==> src/hdl/evgc_pkg.sv <==
package evgc_pkg;

	// Size of the watched-event table and of its configuration space
	localparam int unsigned REG_SLOTS   = 8;
	localparam int unsigned ENTRIES_DEF = 8;
	localparam int unsigned IDX_W       = 3;
	localparam int unsigned ID_W        = 12;
	localparam int unsigned CFG_W       = 27;
	localparam int unsigned CLASSES     = 4;

	typedef enum logic [1:0] {
		CLS_OK_EVERY    = 2'd0,
		CLS_OK_SOME     = 2'd1,
		CLS_FAULT_SOME  = 2'd2,
		CLS_FAULT_EVERY = 2'd3
	} class_t;

	typedef enum logic [2:0] {
		VERDICT_NONE        = 3'd0,
		VERDICT_FAULT_EVERY = 3'd1,
		VERDICT_FAULT_SOME  = 3'd2,
		VERDICT_OK_EVERY    = 3'd3,
		VERDICT_OK_SOME     = 3'd4
	} verdict_t;

	typedef enum logic {
		FUNC_REPORT = 1'b0,
		FUNC_CLEAR  = 1'b1
	} func_t;

	// Register layout: enable at bit 26, class at 25:24, event id 23:12, module id 11:0
	typedef struct packed {
		logic              enable;
		class_t            cls;
		logic [ID_W-1:0]   evt;
		logic [ID_W-1:0]   mod;
	} entry_t;

	// Per-group reduction results
	typedef struct packed {
		logic [CLASSES-1:0] present;
		logic [CLASSES-1:0] all_ok;
		logic [CLASSES-1:0] any_ok;
	} group_t;

endpackage

==> src/hdl/evgc_match.sv <==
module evgc_match #(
	parameter int unsigned ENTRIES = evgc_pkg::ENTRIES_DEF
) (
	input  evgc_pkg::entry_t [ENTRIES-1:0] entries,
	input  logic [ENTRIES-1:0]             seen,
	input  logic [evgc_pkg::ID_W-1:0]      source_module,
	input  logic [evgc_pkg::ID_W-1:0]      event_code,
	output logic [ENTRIES-1:0]             seen_next
);

	// Set the sticky flag of every enabled entry that names this event
	always_comb begin
		for (int i = 0; i < ENTRIES; i++) begin
			seen_next[i] = seen[i] | (entries[i].enable &&
				entries[i].mod == source_module && entries[i].evt == event_code);
		end
	end

endmodule

==> src/hdl/evgc_reduce.sv <==
module evgc_reduce #(
	parameter int unsigned ENTRIES = evgc_pkg::ENTRIES_DEF
) (
	input  evgc_pkg::entry_t [ENTRIES-1:0] entries,
	input  logic [ENTRIES-1:0]             seen,
	output evgc_pkg::verdict_t             verdict
);

	evgc_pkg::group_t grp;

	always_comb begin
		grp.present = '0;
		grp.all_ok  = '1;
		grp.any_ok  = '0;
		for (int i = 0; i < ENTRIES; i++) begin
			for (int c = 0; c < evgc_pkg::CLASSES; c++) begin
				if (entries[i].enable && entries[i].cls == evgc_pkg::class_t'(c)) begin
					grp.present[c] = 1'b1;
					grp.all_ok[c]  = grp.all_ok[c] & seen[i];
					grp.any_ok[c]  = grp.any_ok[c] | seen[i];
				end
			end
		end
	end

	// Pick the first group that holds, errors before valids
	always_comb begin
		if (grp.present[evgc_pkg::CLS_FAULT_EVERY] &&
				grp.all_ok[evgc_pkg::CLS_FAULT_EVERY]) begin
			verdict = evgc_pkg::VERDICT_FAULT_EVERY;
		end else if (grp.present[evgc_pkg::CLS_FAULT_SOME] &&
				grp.any_ok[evgc_pkg::CLS_FAULT_SOME]) begin
			verdict = evgc_pkg::VERDICT_FAULT_SOME;
		end else if (grp.present[evgc_pkg::CLS_OK_EVERY] &&
				grp.all_ok[evgc_pkg::CLS_OK_EVERY]) begin
			verdict = evgc_pkg::VERDICT_OK_EVERY;
		end else if (grp.present[evgc_pkg::CLS_OK_SOME] &&
				grp.any_ok[evgc_pkg::CLS_OK_SOME]) begin
			verdict = evgc_pkg::VERDICT_OK_SOME;
		end else begin
			verdict = evgc_pkg::VERDICT_NONE;
		end
	end

endmodule

==> src/hdl/event_group_combiner_core.sv <==
// A report request's verdict passes through the input register, then the result register,
// and is held on the result port until it is taken. Clear requests give no result and
// finish in the input register. Throughput: one request per cycle while the result channel
// does not stall; the result register frees itself while its verdict is taken.
// Reset (arst_n low, asynchronous): all entries disabled, all seen flags cleared, both
// pipeline stages emptied.
module event_group_combiner_core #(
	parameter int unsigned ENTRIES = evgc_pkg::ENTRIES_DEF
) (
	input  logic                          clk,
	input  logic                          arst_n,

	// Configuration write port
	input  logic                          cfg_wr_en,
	input  logic [evgc_pkg::IDX_W-1:0]    cfg_index,
	input  logic [evgc_pkg::CFG_W-1:0]    cfg_data,

	// Request channel
	input  logic                          in_valid,
	output logic                          in_ready,
	input  logic                          func,
	input  logic [evgc_pkg::ID_W-1:0]     source_module,
	input  logic [evgc_pkg::ID_W-1:0]     event_code,

	// Result channel
	output logic                          out_valid,
	input  logic                          out_ready,
	output logic [2:0]                    verdict
);

	// Watched-event table and sticky seen flags; only the first ENTRIES slots exist,
	// writes to the slots beyond them are dropped since they never take part.
	evgc_pkg::entry_t [ENTRIES-1:0] entry_q;
	logic [ENTRIES-1:0]             seen_q;

	// Stage 1: registered request
	logic                           valid_s1;
	logic                           func_s1;
	logic [evgc_pkg::ID_W-1:0]      mod_s1;
	logic [evgc_pkg::ID_W-1:0]      evt_s1;

	// Stage 2: result register
	logic                           valid_s2;
	evgc_pkg::verdict_t             verdict_s2;

	logic                           out_free;
	logic                           adv_s1;
	logic [ENTRIES-1:0]             seen_next;
	evgc_pkg::verdict_t             verdict_next;

	// The result register is free when empty or when its verdict is being taken.
	// A clear request leaves stage 1 regardless, since it produces no result.
	assign out_free = !valid_s2 || out_ready;
	assign adv_s1   = valid_s1 && (func_s1 == evgc_pkg::FUNC_CLEAR || out_free);
	assign in_ready = !valid_s1 || adv_s1;

	// Match the stage-1 event against the table and fold it into the flags
	evgc_match #(
		.ENTRIES       (ENTRIES)
	) u_match (
		.entries       (entry_q),
		.seen          (seen_q),
		.source_module (mod_s1),
		.event_code    (evt_s1),
		.seen_next     (seen_next)
	);

	// Reduce the updated flags per group and pick the verdict
	evgc_reduce #(
		.ENTRIES (ENTRIES)
	) u_reduce (
		.entries (entry_q),
		.seen    (seen_next),
		.verdict (verdict_next)
	);

	// Table registers: a write also clears the seen flag of that entry. Configuration is to
	// arrive only while the pipeline is empty, so no request races it; it is not enforced here.
	always_ff @(posedge clk or negedge arst_n) begin
		if (!arst_n) begin
			entry_q <= '0;
			seen_q  <= '0;
		end else begin
			if (adv_s1) begin
				if (func_s1 == evgc_pkg::FUNC_CLEAR) begin
					seen_q <= '0;
				end else begin
					seen_q <= seen_next;
				end
			end
			for (int i = 0; i < ENTRIES; i++) begin
				if (cfg_wr_en && cfg_index == evgc_pkg::IDX_W'(i)) begin
					entry_q[i] <= evgc_pkg::entry_t'(cfg_data);
					seen_q[i]  <= 1'b0;
				end
			end
		end
	end

	// Stage 1 control: load on acceptance, drop once advanced
	always_ff @(posedge clk or negedge arst_n) begin
		if (!arst_n) begin
			valid_s1 <= 1'b0;
		end else if (in_ready) begin
			valid_s1 <= in_valid;
		end
	end

	// Stage 1 payload: hold while stalled
	always_ff @(posedge clk) begin
		if (in_valid && in_ready) begin
			func_s1 <= func;
			mod_s1  <= source_module;
			evt_s1  <= event_code;
		end
	end

	// Stage 2 control: only report requests produce a result
	always_ff @(posedge clk or negedge arst_n) begin
		if (!arst_n) begin
			valid_s2 <= 1'b0;
		end else if (out_free) begin
			valid_s2 <= adv_s1 && func_s1 == evgc_pkg::FUNC_REPORT;
		end
	end

	// Stage 2 payload: advance the verdict only with a report request
	always_ff @(posedge clk) begin
		if (out_free && adv_s1 && func_s1 == evgc_pkg::FUNC_REPORT) begin
			verdict_s2 <= verdict_next;
		end
	end

	assign out_valid = valid_s2;
	assign verdict   = verdict_s2;

endmodule

==> config.mk <==
export PLATFORM = sky130hd
export DESIGN_NAME = event_group_combiner_core
export DESIGN_NICKNAME = d
export VERILOG_FILES = /design/src/hdl/evgc_pkg.sv /design/src/hdl/evgc_match.sv /design/src/hdl/evgc_reduce.sv /design/src/hdl/event_group_combiner_core.sv
export SDC_FILE = /design/constraint.sdc
export NUM_CORES = 1
export LEC_CHECK = 0
export ABC_AREA = 1
export BUFFER_PORTS_ARGS = -buffer_cell sky130_fd_sc_hd__buf_2
export CORE_MARGIN = 2
export CORE_UTILIZATION = 60
export CTS_CLUSTER_SIZE = 28
export DETAILED_ROUTE_END_ITERATION = 8
export PLACE_DENSITY = 0.89
export SYNTH_ARGS = -nofsm -noshare
export SYNTH_HDL_FRONTEND = slang
export SYNTH_SLANG_ARGS = --single-unit
export TNS_END_PERCENT = 10
==> constraint.sdc <==
create_clock -name clk -period 6.5 [get_ports clk]
set_clock_uncertainty 0.1 [all_clocks]
set_input_delay 0.65 -clock clk [delete_from_list [all_inputs] [get_ports clk]]
set_output_delay 0.65 -clock clk [all_outputs]
set_load 0.03 [all_outputs]
==> impl_metrics.yaml <==
grt:
  vias_in_the_first_global_route: 10800
  grt_use_total_pct: 30.3
  wire_length_of_the_first_global_routing_pass_um: 53200
  grt_antenna_before_repair: 0
  pin_count_of_the_biggest_net_entering_global_routing: 81
  overflow: 0
floorplanning:
  fp.coreArea_sq_um: 20900
  dieHeight_um: 149
  boundaryPins: 65
  die_area_sq_um: 22300
  initial_utilization_pct: 60.7
  row_count: 53
  floorplan.die.width_um: 149
worst_hold_path:
  min_path_type: "in2reg"
power_and_ir_drop:
  power_frac_comb_pct: 17.5
  switching_share_pct: 30.0
  irDropWorstVdd_uv: 259
  leakagePower_nw: 7.02
  clkPwrFrac_pct: 36.5
  register_share_of_total_power_pct: 46.0
  cellInternalPower_w: 0.00320
  power.net_switching_w: 0.00137
  powerDensity_nw_per_um2: 326
sta:
  count_of_final_hold_check_violations: 0
  pins_over_their_slew_limit: 0
  tightestPinTransition_ps: 1090
  min_period_ps: 2520
  rsz_0062_raised_after_global_routing: "false"
  fin_crit_sh_pct: 38.8
  fmaxAchievable_mhz: 397
  setup_viol_count_final: 0
  slew_headroom_pct: 27.1
  fin_setup_tns_ps: 0
clock_network:
  cts_root_buffer: "sky130_fd_sc_hd__clkbuf_16"
  cts_tree: "yes"
  level_count_of_the_clock_h_tree: 1
  ctsLongestPathBuffers: 3
  cts.clk_slew.worst_paths_ps: 60
  tritoncts_num_sinks: 254
  cts_buffers: 27
  cts_setup_buffers: 0
  worstSkewPairLatency_ps: 560
run:
  drv_cap: 0
run_status:
  outcome: "completed"
synth:
  syn-mean-instance-area_sq_um: 7.77
  ys_types: 27
  synthesis.nets: 1693
  sequential_share_of_the_synthesized_area_pct: 51.2
  ys.warnings.count: 0
  synthesis.area_sq_um: 12700
  netlist.area_leader.share_pct: 44.6
  synth_cells: 1633
  netlist.top_cell.by_area: "sky130_fd_sc_hd__dfrtp_1"
  count_of_flip_flops_with_a_built_in_enable_after_synthesis: 28
  synth-main-ff-cell: "sky130_fd_sc_hd__dfrtp_1"
  synth.area.top_cells: "sky130_fd_sc_hd__dfrtp_1 45%, sky130_fd_sc_hd__nand2_1 16%, sky130_fd_sc_hd__o21ai_0 10%, sky130_fd_sc_hd__edfxtp_1 6.6%, sky130_fd_sc_hd__inv_1 5.0%"
  ys_ff_latch: 254
  async_flop_share_pct: 89.0
routing:
  drc: 0
  via_per_inst: 5.64
  finalWirelength_um: 32700
  pre_repair_dr_iteration_count: 8
  final_antenna_net_count: 0
  vias: 11000
  first_iter_violations: 1069
  wl_per_cell_um: 16.7
worst_setup_path:
  kind_of_critical_path: "reg2reg"
  timing.critical_path.slowest_stage_cell: "sky130_fd_sc_hd__edfxtp_1"
  worst_ep_arrival_time_ps: 2730
  worstSetupEndpointType: "flop"
  timing.critical_path.slowest_cell_delay_ps: 530
  crit_chain: "inv_1, nand2_1, nand2_1, nor2_1, nand3_1, nor2_1, nand3_2, nand2_1, nand2_1, nand2_1, inv_2, nand2_2, nor2_2, nand2_1, nor2_1"
  worst-endpoint-required_ps: 6710
  worst_path_most_repeated_cell: "sky130_fd_sc_hd__nand2_1"
  cp_max_fo: 9
  setup.worst_path.start_class: "flop"
placed_design:
  placedInstanceArea_sq_um: 13100
  dp.final_hpwl_um: 21500
  place_congestion: 0.931
  buffer_ports.inserted: 64
layout:
  antenna_cells_inserted: 0
  final_cell_area_sq_um: 14000
  syn2layout_area_growth_pct: 10.7
  final_layout_size_suffix_gt1_share_pct: 9.68
  finalNetCount: 1726
-- cell families (layout without fill, tap and decap cells) --
kind of cell / Yosys count / after routing / synth area share [%]
compound gates: 299 / 299 / 11.9
xor+xnor: 57 / 57 / 3.94
buf+inv: 245 / 296 / 8.09
flops: 254 / 254 / 51.2
simple gates: 778 / 778 / 24.9
-- cells in the final DEF, fill, tap and decap left out, types with 5 or more instances in the layout --
master	netlist	layout
sky130_fd_sc_hd__a21oi_1	7	7
sky130_fd_sc_hd__and3_1	8	8
sky130_fd_sc_hd__buf_2	4	63
sky130_fd_sc_hd__clkbuf_16	0	29
sky130_fd_sc_hd__clkbuf_8	0	5
sky130_fd_sc_hd__dfrtp_1	226	226
sky130_fd_sc_hd__edfxtp_1	28	28
sky130_fd_sc_hd__inv_1	168	168
sky130_fd_sc_hd__inv_2	13	13
sky130_fd_sc_hd__nand2_1	534	528
sky130_fd_sc_hd__nand2_2	9	15
sky130_fd_sc_hd__nand3_1	35	34
sky130_fd_sc_hd__nand3_2	8	9
sky130_fd_sc_hd__nor2_1	129	127
sky130_fd_sc_hd__nor2_2	8	9
sky130_fd_sc_hd__nor3_1	35	35
sky130_fd_sc_hd__o21ai_0	258	258
sky130_fd_sc_hd__o21ai_1	31	31
sky130_fd_sc_hd__xnor2_1	14	14
sky130_fd_sc_hd__xor2_1	43	43
-- layout make-up --
type / count / area (sq um)
Clock buffer: 38 / 810
Clock inverter: 9 / 160
Fill cell: 1652 / 6850
Inverter: 181 / 679
Multi-Input combinational cell: 1134 / 5190
Sequential cell: 254 / 6500
Tap cell: 275 / 344
Timing Repair Buffer: 68 / 363
-- critical path, delay by kind of cell (launching register included) --
family	cells	cell delay (ps)
AND/OR/NAND/NOR	13	1410
flip-flops	1	530
buffers and inverters	2	240
-- cell usage after synthesis (9+ instances only) --
cell	n
sky130_fd_sc_hd__inv_1	168
sky130_fd_sc_hd__edfxtp_1	28
sky130_fd_sc_hd__dfrtp_1	226
sky130_fd_sc_hd__buf_4	13
sky130_fd_sc_hd__nor3_1	35
sky130_fd_sc_hd__inv_2	13
sky130_fd_sc_hd__nor2_1	129
sky130_fd_sc_hd__nand2_2	9
sky130_fd_sc_hd__o21ai_1	31
sky130_fd_sc_hd__nand3_1	35
sky130_fd_sc_hd__nand2_1	534
sky130_fd_sc_hd__xnor2_1	14
sky130_fd_sc_hd__o21ai_0	258
sky130_fd_sc_hd__clkbuf_1	40
sky130_fd_sc_hd__xor2_1	43
-- metrics by stage --
step	utilization (%)	setup WS (ps)	total power [W]	hold WS, ps	cells
floorplan	-	3880	0.00264	254	1633
global placement	62.5	3880	0.00284	367	1911
detailed placement	62.5	3790	0.00290	373	1911
CTS	67.2	4030	0.00457	156	1959
global route	67.2	3820	0.00480	157	1959
finish	67.2	3980	0.00458	166	1959
-- worst paths after layout --
kind                       cells past startpoint          start  slack [ps]            to
max reg2reg                                   15     mod_s1[10]        3980    verdict[2]
min reg2reg                                    2   entry_q[161]         380  entry_q[161]
min in group asynchronous                      2         arst_n         530  entry_q[145]
max in group asynchronous                      3         arst_n        4330  entry_q[162]
max                                           15     mod_s1[10]        3980    verdict[2]
min                                            1  event_code[5]         170     evt_s1[5]
-- power groups by stage --
stage                     Clock, W  Combinational (W)  Sequential, W
final                      0.00167           0.000802        0.00210
after global routing       0.00174           0.000924        0.00213
after CTS                  0.00168           0.000795        0.00210
after detailed placement         0           0.000780        0.00212
after global placement           0           0.000737        0.00210
after floorplan                  0           0.000583        0.00206
-- metal layers --
metal,GRT usage (%),share of wire (%)
met5,0,0
met1,41.2,41
met2,49.0,47
met4,13.3,4.3
met3,4.04,7.6
-- sequential cells by signal, indices dropped and copies added, names as in the netlist --
name	count
entry_q	216
verdict	3
func_s1	1
mod_s1	12
out_valid	1
seen_q	8
evt_s1	12
valid_s1	1
-- timing repair --
action | in CTS | in global routing
setup endpoints to repair | 0 | 0
hold buffers | 1 | 0
endpoints found under the hold margin | 67 | 0
gates resized for setup | 0 | 0
No activity file was read; power rests on OpenSTA's default activity.
